[config.mk]
export PLATFORM = sky130hd
export DESIGN_NAME = lottery_ticket_scheduler_flat
export DESIGN_NICKNAME = d
export VERILOG_FILES = /design/src/rtl/lts_pkg.sv /design/src/rtl/lts_if.sv /design/src/rtl/lts_ctrl.sv /design/src/rtl/lts_dp.sv /design/src/rtl/lottery_ticket_scheduler.sv /design/src/flat_wrapper.sv
export SDC_FILE = /design/constraint.sdc
export NUM_CORES = 2
export LEC_CHECK = 0
export BUFFER_PORTS_ARGS = -buffer_cell sky130_fd_sc_hd__buf_2
export CORE_MARGIN = 5
export CORE_UTILIZATION = 55
export CTS_BUF_LIST = sky130_fd_sc_hd__clkbuf_16
export CTS_CLUSTER_SIZE = 10
export DETAILED_ROUTE_END_ITERATION = 8
export PLACE_DENSITY = 0.74
export SLEW_MARGIN = 20
export SYNTH_ARGS = -nofsm -noshare
export SYNTH_HDL_FRONTEND = slang
export SYNTH_SLANG_ARGS = --single-unit
[constraint.sdc]
create_clock -name clk -period 8.2 [get_ports clk]
set_clock_uncertainty 0.05 [all_clocks]
set_input_delay 1.64 -clock clk [delete_from_list [all_inputs] [get_ports clk]]
set_output_delay 1.64 -clock clk [all_outputs]
set_load 0.02 [all_outputs]
[src/rtl/lts_pkg.sv]
// shared types and constants for the lottery ticket scheduler
package lts_pkg;

  localparam int unsigned RNG_BITS = 31;
  localparam logic [RNG_BITS-1:0] LCG_MUL = 31'd1103515245;
  localparam logic [RNG_BITS-1:0] LCG_ADD = 31'd12345;

  typedef enum logic [0:0] {
    CMD_WRITE = 1'b0,
    CMD_SCHED = 1'b1
  } cmd_t;

  typedef enum logic [2:0] {
    ST_FREE     = 3'd0,
    ST_DYING    = 3'd1,
    ST_RUNNABLE = 3'd2,
    ST_RUNNING  = 3'd3,
    ST_BLOCKED  = 3'd4
  } status_code_t;

  typedef enum logic [1:0] {
    OUT_WRITE = 2'd0,
    OUT_RUN   = 2'd1,
    OUT_HALT  = 2'd2,
    OUT_DEAD  = 2'd3
  } outcome_t;

  // controller to datapath
  typedef struct packed {
    logic do_write;   // table write of the captured item
    logic clr_scan;   // clear walk index and accumulators
    logic sum_step;   // accumulate runnable tickets for one entry
    logic rng_step;   // advance the generator
    logic mod_start;  // start a modulo reduction
    logic mod_sel;    // 0 modulus sum+1, 1 modulus candidate count
    logic cand_step;  // candidate walk for one entry
    logic pick_step;  // walk to the picked candidate
    logic commit_cur; // rerun current entry
    logic commit_pick;// run picked entry
    logic halt;       // apply halt result
  } lts_cmd_t;

  // datapath to controller
  typedef struct packed {
    logic scan_last;  // walk index at last entry
    logic sum_zero;
    logic cur_ok;     // current entry valid and running
    logic cur_tix;    // current entry has tickets
    logic mod_done;
    logic have_cand;
    logic pick_hit;   // picked candidate found at this index
  } lts_stat_t;

endpackage

[src/rtl/lts_if.sv]
// valid/ready channel interfaces
interface lts_in_if;
  logic        valid;
  logic        ready;
  logic [0:0]  command;
  logic [3:0]  entry_index;
  logic [2:0]  entry_state;
  logic [15:0] ticket_count;
  modport source (output valid, command, entry_index, entry_state, ticket_count,
                  input ready);
  modport sink (input valid, command, entry_index, entry_state, ticket_count,
                output ready);
endinterface

interface lts_out_if;
  logic       valid;
  logic       ready;
  logic [1:0] outcome;
  logic [3:0] chosen;
  modport source (output valid, outcome, chosen, input ready);
  modport sink (input valid, outcome, chosen, output ready);
endinterface

[src/rtl/lts_ctrl.sv]
// scheduler controller state machine
module lts_ctrl (
  input  logic              clk,
  input  logic              rst,
  input  logic              in_valid,
  input  logic              in_sched,
  output logic              in_ready,
  input  logic              out_free,
  output logic              out_load,
  output lts_pkg::lts_cmd_t cmd,
  input  lts_pkg::lts_stat_t stat
);
  import lts_pkg::*;

  typedef enum logic [7:0] {
    S_IDLE = 8'b00000001,
    S_SUM  = 8'b00000010,
    S_DEC  = 8'b00000100,
    S_MOD1 = 8'b00001000,
    S_CAND = 8'b00010000,
    S_MOD2 = 8'b00100000,
    S_PICK = 8'b01000000,
    S_DONE = 8'b10000000
  } state_t;

  state_t state, state_next;

  assign in_ready = (state == S_IDLE) && out_free;

  // next state and commands
  always_comb begin
    state_next = state;
    cmd = '0;
    out_load = 1'b0;
    unique case (state)
      S_IDLE: begin
        if (in_valid && out_free) begin
          cmd.clr_scan = 1'b1;
          if (in_sched) begin
            state_next = S_SUM;
          end else begin
            cmd.do_write = 1'b1;
            out_load = 1'b1;
          end
        end
      end
      S_SUM: begin
        cmd.sum_step = 1'b1;
        if (stat.scan_last) state_next = S_DEC;
      end
      S_DEC: begin
        cmd.clr_scan = 1'b1;
        if (stat.sum_zero && stat.cur_ok) begin
          if (stat.cur_tix) cmd.commit_cur = 1'b1;
          else cmd.halt = 1'b1;
          state_next = S_DONE;
        end else begin
          cmd.rng_step = 1'b1;
          cmd.mod_start = 1'b1;
          state_next = S_MOD1;
        end
      end
      S_MOD1: begin
        if (stat.mod_done) state_next = S_CAND;
      end
      S_CAND: begin
        cmd.cand_step = 1'b1;
        if (stat.scan_last) state_next = S_MOD2;
      end
      S_MOD2: begin
        if (!stat.have_cand) begin
          cmd.halt = 1'b1;
          state_next = S_DONE;
        end else begin
          cmd.rng_step = 1'b1;
          cmd.mod_start = 1'b1;
          cmd.mod_sel = 1'b1;
          cmd.clr_scan = 1'b1;
          state_next = S_PICK;
        end
      end
      S_PICK: begin
        if (stat.mod_done) begin
          cmd.pick_step = 1'b1;
          if (stat.pick_hit) begin
            cmd.commit_pick = 1'b1;
            state_next = S_DONE;
          end
        end
      end
      S_DONE: begin
        out_load = 1'b1;
        state_next = S_IDLE;
      end
      default: state_next = S_IDLE;
    endcase
  end

  always_ff @(posedge clk) begin
    if (rst) state <= S_IDLE;
    else state <= state_next;
  end

  a_ready_idle: assert property (@(posedge clk) disable iff (rst)
    in_ready |-> state == S_IDLE) else $error("ready outside idle");
  a_one_commit: assert property (@(posedge clk) disable iff (rst)
    !(cmd.commit_pick && cmd.halt)) else $error("run and halt together");
  a_done_load: assert property (@(posedge clk) disable iff (rst)
    state == S_DONE |-> out_load) else $error("result not loaded");
endmodule

[src/rtl/lts_dp.sv]
// scheduler datapath: tables, generator, modulo unit, walk
module lts_dp #(
  parameter int unsigned ENTRIES     = 16,
  parameter int unsigned TICKET_BITS = 16
) (
  input  logic               clk,
  input  logic               rst,
  input  logic               seed_we,
  input  logic [30:0]        seed_wdata,
  input  logic [3:0]         wr_index,
  input  logic [2:0]         wr_state,
  input  logic [15:0]        wr_tickets,
  input  lts_pkg::lts_cmd_t  cmd,
  output lts_pkg::lts_stat_t stat,
  output logic [1:0]         res_outcome,
  output logic [3:0]         res_chosen
);
  import lts_pkg::*;

  localparam int unsigned IW = (ENTRIES > 1) ? $clog2(ENTRIES) : 1;
  localparam int unsigned SW = TICKET_BITS + IW + 1;
  localparam int unsigned CW = IW + 1;
  localparam int unsigned MW = (SW > RNG_BITS) ? SW : RNG_BITS;

  logic [2:0]             st_tab [ENTRIES];
  logic [TICKET_BITS-1:0] tk_tab [ENTRIES];
  logic [RNG_BITS-1:0]    seed, rng;
  logic                   cur_valid;
  logic [IW-1:0]          cur_slot;
  logic [IW-1:0]          idx;
  logic [SW-1:0]          sum, run;
  logic [SW-1:0]          thr;
  logic [CW-1:0]          ncand, pick_cnt;
  logic [MW-1:0]          rem, div;
  logic [5:0]             mbit;
  logic                   mbusy;
  logic [RNG_BITS-1:0]    rng_src, rng_nx;
  logic [2*RNG_BITS-1:0]  prod;
  logic [SW-1:0]          run_nx;
  logic                   alive;
  logic [TICKET_BITS-1:0] wr_tk;

  assign wr_tk = TICKET_BITS'(wr_tickets);

  // generator step, zero state reloads seed
  assign rng_src = (rng == '0) ? seed : rng;
  assign prod    = rng_src * LCG_MUL;
  assign rng_nx  = prod[RNG_BITS-1:0] + LCG_ADD;

  assign run_nx = run + SW'(tk_tab[idx]);

  // any slot alive for halt
  always_comb begin
    alive = 1'b0;
    for (int i = 0; i < ENTRIES; i++) begin
      if (st_tab[i] == ST_RUNNABLE || st_tab[i] == ST_RUNNING || st_tab[i] == ST_DYING)
        alive = 1'b1;
    end
  end

  assign stat.scan_last = (idx == IW'(ENTRIES - 1));
  assign stat.sum_zero  = (sum == '0);
  assign stat.cur_ok    = cur_valid && (st_tab[cur_slot] == ST_RUNNING);
  assign stat.cur_tix   = (tk_tab[cur_slot] != '0);
  assign stat.mod_done  = !mbusy;
  assign stat.have_cand = (ncand != '0);
  assign stat.pick_hit  = (st_tab[idx] == ST_RUNNABLE) && (run_nx > thr)
                          && (pick_cnt == CW'(rem));

  // shift-subtract modulo: rem = rng mod div, one bit a cycle
  always_ff @(posedge clk) begin
    if (rst) begin
      mbusy <= 1'b0;
    end else if (cmd.mod_start) begin
      mbusy <= 1'b1;
      mbit  <= 6'(RNG_BITS - 1);
      rem   <= '0;
      div   <= cmd.mod_sel ? MW'(ncand) : MW'(sum + SW'(1));
    end else if (mbusy) begin
      if ({rem, rng[mbit[4:0]]} >= {1'b0, div})
        rem <= MW'({rem, rng[mbit[4:0]]} - {1'b0, div});
      else rem <= {rem[MW-2:0], rng[mbit[4:0]]};
      if (mbit == '0) mbusy <= 1'b0;
      mbit <= mbit - 6'd1;
    end
  end

  // walk, generator and table updates
  always_ff @(posedge clk) begin
    if (rst) begin
      for (int i = 0; i < ENTRIES; i++) begin
        st_tab[i] <= ST_FREE;
        tk_tab[i] <= '0;
      end
      seed <= 31'd1;
      rng <= 31'd1;
      cur_valid <= 1'b0;
      cur_slot <= '0;
      idx <= '0;
      sum <= '0;
      run <= '0;
      thr <= '0;
      ncand <= '0;
      pick_cnt <= '0;
    end else begin
      if (seed_we) begin
        seed <= seed_wdata;
        rng <= seed_wdata;
      end else if (cmd.rng_step) begin
        rng <= rng_nx;
      end
      if (cmd.do_write && 32'(wr_index) < ENTRIES) begin
        st_tab[IW'(wr_index)] <= wr_state;
        tk_tab[IW'(wr_index)] <= wr_tk;
      end
      if (cmd.clr_scan) begin
        idx <= '0;
        run <= '0;
        pick_cnt <= '0;
        sum <= '0;
        if (cmd.do_write || !cmd.mod_sel) ncand <= cmd.rng_step ? '0 : ncand;
      end
      if (cmd.sum_step) begin
        if (st_tab[idx] == ST_RUNNABLE) sum <= sum + SW'(tk_tab[idx]);
        idx <= idx + IW'(1);
      end
      // first draw kept for the pick walk, rem is reused by the second draw
      if (cmd.cand_step) begin
        run <= run_nx;
        thr <= SW'(rem);
        if (st_tab[idx] == ST_RUNNABLE && run_nx > SW'(rem)) ncand <= ncand + CW'(1);
        idx <= idx + IW'(1);
      end
      if (cmd.pick_step) begin
        run <= run_nx;
        if (st_tab[idx] == ST_RUNNABLE && run_nx > thr) pick_cnt <= pick_cnt + CW'(1);
        idx <= idx + IW'(1);
      end
      if (cmd.commit_cur) tk_tab[cur_slot] <= tk_tab[cur_slot] - TICKET_BITS'(1);
      if (cmd.commit_pick) begin
        if (tk_tab[idx] != '0) tk_tab[idx] <= tk_tab[idx] - TICKET_BITS'(1);
        if (cur_valid && cur_slot != idx && st_tab[cur_slot] == ST_RUNNING)
          st_tab[cur_slot] <= ST_RUNNABLE;
        st_tab[idx] <= ST_RUNNING;
        cur_valid <= 1'b1;
        cur_slot <= idx;
      end
      if (cmd.halt && alive) cur_valid <= 1'b0;
    end
  end

  // result register
  always_ff @(posedge clk) begin
    if (rst) begin
      res_outcome <= OUT_WRITE;
      res_chosen <= '0;
    end else if (cmd.do_write) begin
      res_outcome <= OUT_WRITE;
      res_chosen <= '0;
    end else if (cmd.commit_cur) begin
      res_outcome <= OUT_RUN;
      res_chosen <= 4'(cur_slot);
    end else if (cmd.commit_pick) begin
      res_outcome <= OUT_RUN;
      res_chosen <= 4'(idx);
    end else if (cmd.halt) begin
      res_outcome <= alive ? OUT_HALT : OUT_DEAD;
      res_chosen <= '0;
    end
  end

  a_pick_runnable: assert property (@(posedge clk) disable iff (rst)
    cmd.commit_pick |-> st_tab[idx] == ST_RUNNABLE) else $error("pick not runnable");
  a_cur_valid: assert property (@(posedge clk) disable iff (rst)
    cmd.commit_pick |=> cur_valid) else $error("current not set");
  a_mod_range: assert property (@(posedge clk) disable iff (rst)
    $fell(mbusy) |-> rem < div) else $error("remainder out of range");
endmodule

[src/rtl/lottery_ticket_scheduler.sv]
// top level of the lottery ticket scheduler
// Usage:
//   in channel carries commands: a write sets one table entry, a schedule
//   command runs one lottery decision. out channel carries one result per
//   command: outcome and chosen entry.
//   seed_we/seed_wdata load the generator seed and its state; write only
//   while no command is in flight.
// Operation:
//   a schedule walks all entries to sum runnable tickets, reduces the draw by
//   sum+1 in a bit-serial modulo unit, walks again for candidates, reduces
//   the second draw by the candidate count and walks to the winner, one
//   command at a time. A zero sum with a running current entry skips the
//   draws and reruns or halts it; no candidate halts.
// Reset:
//   rst clears the table, seeds the generator with 1 and drops the current
//   entry. The result register holds while the receiver stalls, and a new
//   command is taken once the result slot is free.
module lottery_ticket_scheduler #(
  parameter int unsigned ENTRIES     = 16,
  parameter int unsigned TICKET_BITS = 16
) (
  input  logic        clk,
  input  logic        rst,
  input  logic        seed_we,
  input  logic [30:0] seed_wdata,
  lts_in_if.sink      in_ch,
  lts_out_if.source   out_ch
);
  import lts_pkg::*;

  lts_cmd_t   cmd;
  lts_stat_t  stat;
  logic       out_load, out_valid;
  logic [1:0] res_outcome;
  logic [3:0] res_chosen;

  lts_ctrl u_ctrl (
    .clk(clk), .rst(rst),
    .in_valid(in_ch.valid), .in_sched(in_ch.command == CMD_SCHED),
    .in_ready(in_ch.ready), .out_free(!out_valid),
    .out_load(out_load), .cmd(cmd), .stat(stat)
  );

  lts_dp #(.ENTRIES(ENTRIES), .TICKET_BITS(TICKET_BITS)) u_dp (
    .clk(clk), .rst(rst), .seed_we(seed_we), .seed_wdata(seed_wdata),
    .wr_index(in_ch.entry_index), .wr_state(in_ch.entry_state),
    .wr_tickets(in_ch.ticket_count), .cmd(cmd), .stat(stat),
    .res_outcome(res_outcome), .res_chosen(res_chosen)
  );

  // result valid flag
  always_ff @(posedge clk) begin
    if (rst) out_valid <= 1'b0;
    else if (out_load) out_valid <= 1'b1;
    else if (out_ch.ready) out_valid <= 1'b0;
  end

  assign out_ch.valid   = out_valid;
  assign out_ch.outcome = res_outcome;
  assign out_ch.chosen  = res_chosen;

  a_no_overrun: assert property (@(posedge clk) disable iff (rst)
    out_load |-> !out_valid) else $error("result overwritten");
  a_hold: assert property (@(posedge clk) disable iff (rst)
    out_valid && !out_ch.ready |=> out_valid) else $error("result dropped");
  a_busy: assert property (@(posedge clk) disable iff (rst)
    out_valid |-> !in_ch.ready) else $error("accept while result pending");
endmodule

[src/flat_wrapper.sv]
// flat-port wrapper written by rule: the top's interface ports become plain ports
module lottery_ticket_scheduler_flat import lts_pkg::*;
#(
  parameter int unsigned ENTRIES     = 16,
  parameter int unsigned TICKET_BITS = 16
)
  (clk, rst, seed_we, seed_wdata, in_ch_valid, in_ch_command, in_ch_entry_index, in_ch_entry_state, in_ch_ticket_count, in_ch_ready, out_ch_valid, out_ch_outcome, out_ch_chosen, out_ch_ready);
  lts_in_if in_ch_i ();
  lts_out_if out_ch_i ();
  input  logic clk;
  input  logic rst;
  input  logic seed_we;
  input  logic [30:0] seed_wdata;
  input wire logic [$bits(in_ch_i.valid)-1:0] in_ch_valid;
  input wire logic [$bits(in_ch_i.command)-1:0] in_ch_command;
  input wire logic [$bits(in_ch_i.entry_index)-1:0] in_ch_entry_index;
  input wire logic [$bits(in_ch_i.entry_state)-1:0] in_ch_entry_state;
  input wire logic [$bits(in_ch_i.ticket_count)-1:0] in_ch_ticket_count;
  output wire logic [$bits(in_ch_i.ready)-1:0] in_ch_ready;
  output wire logic [$bits(out_ch_i.valid)-1:0] out_ch_valid;
  output wire logic [$bits(out_ch_i.outcome)-1:0] out_ch_outcome;
  output wire logic [$bits(out_ch_i.chosen)-1:0] out_ch_chosen;
  input wire logic [$bits(out_ch_i.ready)-1:0] out_ch_ready;
  assign in_ch_i.valid = in_ch_valid;
  assign in_ch_i.command = in_ch_command;
  assign in_ch_i.entry_index = in_ch_entry_index;
  assign in_ch_i.entry_state = in_ch_entry_state;
  assign in_ch_i.ticket_count = in_ch_ticket_count;
  assign in_ch_ready = in_ch_i.ready;
  assign out_ch_valid = out_ch_i.valid;
  assign out_ch_outcome = out_ch_i.outcome;
  assign out_ch_chosen = out_ch_i.chosen;
  assign out_ch_i.ready = out_ch_ready;
  lottery_ticket_scheduler #(.ENTRIES(ENTRIES), .TICKET_BITS(TICKET_BITS)) u_core (.clk(clk), .rst(rst), .seed_we(seed_we), .seed_wdata(seed_wdata), .in_ch(in_ch_i), .out_ch(out_ch_i));
endmodule
# After elaboration in Yosys (flattened, before gate mapping)
# Memory sizes are Yosys's and may differ from the RTL's. A register that Yosys moved wholly into a read port is not among the register bits.
# Index checks and enable logic that the tools add are counted.
# op_classes
multipliers,1
muxes,135
n_lt_le_gt_ge,4
n_reduce_logical,69
addsub,11
n_bitwise,1
eq_ne,68
# ops
operator,n
$mux 31,5
$mux 21,6
$eq 3x2->1 const B,34
$mux 4,21
$mux 8,9
$mux 1,69
$pmux 8 s7,1
$eq 3x1->1 const B,16
$mux 16,3
$reduce_or 16->1,3
$mux 5,9
$add 21x16->21,2
$gt 21x21->1,2
$logic_or 1x1->1,33
$ge 32x22->1,1
$reduce_bool 16->1,2
$sub 16x1->16 const B,2
$add 31x14->31 const B,1
$logic_not 31->1,1
$mul 31x31->31 const B,1
$sub 31x22->31,1
$add 21x1->22 const B,1
$logic_not 21->1,1
$mux 3,4
other kinds (36),61
# word_totals
wordCells,311
in_bits,60
memories,2
ff_bits,219
mem_bits_rw,304
output_inout_bits,8
# memory_table
memory,depth,width,read_ports,rd_ports_with_merged_regs,write_ports,line_no,source
u_core.u_dp.tk_tab,16,16,2,2,16,lts_dp.sv:26,logic [TICKET_BITS-1:0] tk_tab [ENTRIES];
u_core.u_dp.st_tab,16,3,18,2,16,lts_dp.sv:25,logic [2:0] st_tab [ENTRIES];

# Longest topological paths before layout
# An unclocked memory read counts as a cell.
# logic_depth
ltp_word,24
depth_mapped,35
mapped_depth_nobuf,33

# By module
# From an unflattened synthesis, not the netlist that was laid out.
# unflattened
hier_cells,4761
area_unflattened_um2,43887.1
# modules_own_cells
module,seq_area_each_um2,n_inst,cells_each,area_each_um2
lts_dp,13603.0,1,4687,43286.5
lts_ctrl,160.2,1,69,558.0
lottery_ticket_scheduler,20.0,1,5,42.5

# Worst setup path after synthesis
# Ideal clock, no wire load.
# synth_path
path_type,flip-flop to flip-flop
from,register (tool-made name)
to,"memory u_core.u_dp.tk_tab[15][0], enable pin"
path_buffers,6
slack_ps,-381
required_time_ps,7778
setup_ps,372
stages_incl_launch_ff,31
synth_period_minus_slack_ps,8581
arrival_ps,8160
path_cell_list,dfxtp_1 > buf_2 > buf_2 > buf_2 > buf_2 > mux4_2 > mux4_2 > ha_1 > a21o_1 > a21o_1 > a2111oi_0 > o21ai_0 > a2111oi_0 > o41ai_1 > a2111o_1 > nand2_1 > nor2_1 > xor2_1 > ha_1 > nand4_1 > a211oi_1 > o21ai_0 > a21oi_2 > nand4_1 > a311o_1 > buf_2 > o221a_2 > nor2_2 > nand3_1 > buf_2 > nand2_1
# synth_rtl
item,line_no
end: declaration,lts_dp.sv:26

# Worst setup path in the final report
# layout_path
from,register u_core.u_dp.rng[22]
to,register u_core.u_dp.rng[28]
# layout_between
elab_chain_len,6
# layout_rtl
item,line_no,source
start: declaration,lts_dp.sv:27,"logic [RNG_BITS-1:0] seed, rng;"
start signal: assignment,lts_dp.sv:108,rng <= seed_wdata;
start signal: assignment,lts_dp.sv:110,rng <= rng_nx;
$logic_not 31->1,lts_dp.sv:46,assign rng_src = (rng == '0) ? seed : rng;
$mux 31 (*),lts_dp.sv:46,
$mul 31x31->31 (*),lts_dp.sv:47,assign prod = rng_src * LCG_MUL;
$add 31x14->31 (*),lts_dp.sv:48,assign rng_nx = prod[RNG_BITS-1:0] + LCG_ADD;
$mux 31 (*),lts_dp.sv:109,end else if (cmd.rng_step) begin
$mux 31 (*),lts_dp.sv:106,if (seed_we) begin
# Mark *: on every way between the ends. The rest lies on a longest branch, timed or not. The select of a mux whose other input is x is not followed.
# A chain may end at the register's enable or synchronous reset.

==> metrics.md <==
| Metric | Value |
|---|---|
| Total clock sinks | 531 |
| Hold crit path type | reg -> reg |
| First drt pass iteration count | 5 |
| Initial Utilization | 0.5524 |
| Worst Hold Slack | 0.4073 ns |
| Most instantiated cells after synthesis | 559 x nor2_1, 505 x inv_1, 315 x edfxtp_1 |
| Design area | 44,500 um2 |
| Avg Vias per Cell | 6.096 |
| PortBufs | 67 |
| P_leak | 19.18 nW |
| Layout cells sized above 1 | 0.1675 |
| FILL cells | 5,783 |
| Worst-Margin Slew | 1.085 ns |
| Average cell area after synthesis | 9.878 um2 |
| Nets | 4,730 |
| Cell taking the most area after synthesis | edfxtp_1 |
| Final count of pins violating max slew | 0 |
| 1st-iter DRT viols | 3,684 |
| DP Worst Slack | -0.2351 ns |
| Core Util, Final | 0.6257 |
| Routed WL | 116.8 mm |
| Antenna diode count | 0 |
| Total Routing Usage GR | 0.2943 |
| Post-DP Area | 42,310 um2 |
| #FFs+latches synth | 531 |
| Cell area power density | 238.1 nW/um2 |
| Core Area | 71,120 um2 |
| Fmax | 125.5 MHz |
| I/O Pins | 68 |
| Vias in the first global route | 30.63k |
| First-pass GRT wire length | 177.7 mm |
| Antenna-violating nets left | 0 |
| Sequential fraction of the synthesis area | 0.3508 |
| Horiz. Die Dim | 277.3 um |
| Count leader, synth | nor2_1 |
| Final worst path period share | 0.9717 |
| Clock Tree Root | clkbuf_16 |
| Final RePlAce weighted congestion | 0.9994 |
| H-tree levels | 2 |
| Share of the synthesized area in the top cell type | 0.2408 |
| Period minus WS final | 7.968 ns |
| Slowest stage delay, CP | 0.53 ns |
| Largest net degree at the start of global routing | 99 |
| Status | finished, final reports clean |
| Critical Path Fanout Max | 10 |
| Max-slew headroom | 0.2726 |
| Synth top area cells | edfxtp_1 24%, dfxtp_1 11%, ha_1 9.8% |
| DRC | 0 |
| Setup ws final | 0.2322 ns |
| CTS Buf Count | 61 |
| Multi-input gate area | 23,120 um2 |
| Max VDD drop | 0.3586 mV |
| Critical path arrival | 8.44 ns |
| Clock Latency Late Sink | 0.66 ns |
| DP HPWL | 87.11 mm |
| Yosys warning count | 0 |
| Post-DR wirelength/cell | 22.51 um |
| Synth cell types | 91 |
| # rows | 98 |
| Synth Instances | 3,977 |
| Setup CP Type | reg -> reg |
| Hold Buf Count CTS | 0 |
| Final hold violations | 0 |
| GR Overflow Total | 0 |
| Routed vias | 31.64k |
| Initial antenna violation count | 0 |
| Main synth FF type | edfxtp_1 |
| Post-synth EDFFs | 315 |
| Die H | 277.3 um |
| CP Data Required Time | 8.68 ns |
| Die area | 76,880 um2 |
| CP startpoint kind | flop |
| Clk pin slew, worst setup/hold paths | 0.06 ns |
| Max-cap viol count | 0 |
| Asr flop ratio synth | 0 |
| FF+latch area | 13,800 um2 |
| Area Overhead vs Synth | 13.26% |
| Mapped Area | 39,290 um2 |
| Critical Path Sink Type | flop |
| Final setup viols | 0 |
| CTS tree | yes |
| Max clock buf depth | 3 |
| Mapped Nets | 4,517 |
| CP max stage cell | fa_1 |
[kinds of logic after synthesis]
kind of cell / Yosys count / share of synthesized area
simple gates: 1306 / 0.1574
buf+inv: 677 / 0.06943
compound gates: 594 / 0.09551
flops: 531 / 0.3508
fa+ha+maj: 480 / 0.1859
mux: 222 / 0.1036
xor+xnor: 167 / 0.03723
[through the flow]
stage	total power [mW]	TNS [ns]	instances
floorplan	6.368	0	3977
global placement	7.726	-0.4509	5066
detailed placement	7.809	-0.5313	5066
CTS	10.33	0	5181
global route	11.29	-0.4985	5190
finish	10.59	0	5190
[flip-flops by register name, summed over array words and instances, names as in the netlist, 2 cells and up, named ones only]
signal                   cells
u_core.u_dp.thr             21
u_core.u_dp.seed            31
u_core.u_dp.sum             21
u_core.u_dp.pick_cnt         5
u_core.u_ctrl.state          8
u_core.u_dp.res_chosen       4
u_core.u_dp.ncand            5
u_core.u_dp.res_outcome      2
u_core.u_dp.mbit             6
u_core.u_dp.idx              4
u_core.u_dp.st_tab          48
u_core.u_dp.cur_slot         4
u_core.u_dp.tk_tab         256
u_core.u_dp.div             22
u_core.u_dp.rem             31
u_core.u_dp.rng             31
u_core.u_dp.run             21
[area by class of cell]
type | count | area share
clock buffers | 62 | 0.03487
flip-flops and latches | 531 | 0.3100
well taps | 950 | 0.02671
clock inverters | 51 | 0.005624
multi-input cells | 2770 | 0.5197
inverters | 506 | 0.04269
repair buffers | 320 | 0.06035
[cells in the final DEF, fill, tap and decap left out, types with 13 or more instances in the layout]
cell,Yosys,routed
edfxtp_1,315,315
o22ai_1,42,42
and3_1,16,16
mux4_2,143,143
nand4_1,20,20
nor3_1,47,47
a21oi_1,233,221
nor2_1,559,553
fa_1,173,173
inv_1,505,546
nand2b_1,23,23
buf_4,9,216
ha_1,307,301
nand3b_1,30,30
nor3b_1,18,17
and2_1,14,13
or3b_2,50,50
o21a_1,22,21
a21o_1,42,40
a21oi_2,2,14
nand2_1,274,258
a21boi_0,16,16
nand3_1,126,125
xnor2_1,109,109
buf_12,0,33
dfxtp_1,216,210
xor2_1,58,58
mux2i_1,64,64
a211oi_1,28,26
o21ai_0,66,56
buf_2,50,66
nor4_1,22,17
a31oi_1,30,30
nor2b_1,25,25
clkbuf_16,0,62
or3_1,29,29
[worst max-delay path, delay by kind of cell, from the launching register on]
kind / cells / cell delay [ns]
buffers and inverters: 8 / 0.69
DFF: 1 / 0.32
AOI/OAI and AO/OA: 7 / 1.06
adders and majority gates: 9 / 4.05
and+or+nand+nor: 6 / 1.68
[metal layers]
| metal | track usage | vias to the layer above | routed length, um |
|---|---|---|---|
| met5 | 0 | - | 0 |
| met4 | 0.09544 | 0 | 4554 |
| met2 | 0.4789 | 1682 | 54780 |
| met1 | 0.4024 | 15370 | 46030 |
| li1 | - | 14300 | - |
| met3 | 0.05513 | 292 | 11470 |
[report_power, final]
| group | total, mW | switching (mW) | internal (mW) |
|---|---|---|---|
| combinational | 5.19 | 3.11 | 2.07 |
| clock | 2.47 | 1.12 | 1.36 |
| sequential | 2.93 | 0.0478 | 2.88 |
| total | 10.6 | 4.28 | 6.31 |
[what timing repair did]
item,CTS,global route
setup buffers,2,6
pin swaps,3,11
gates resized for setup,11,53
endpoints found under the setup margin,20,561
gates cloned,0,2
[final timing paths]
kind	startpoint	endpoint	slack [ns]	depth (start not counted)
hold reg to reg	u_core.u_dp.thr[10]	u_core.u_dp.thr[10]	0.41	2
setup reg to reg	u_core.u_dp.rng[22]	u_core.u_dp.rng[28]	0.23	30
hold / removal	u_core.u_dp.thr[10]	u_core.u_dp.thr[10]	0.41	2
setup / recovery	u_core.u_dp.rng[22]	u_core.u_dp.rng[28]	0.23	30
Note: power is estimated with default switching activity, not from simulation.
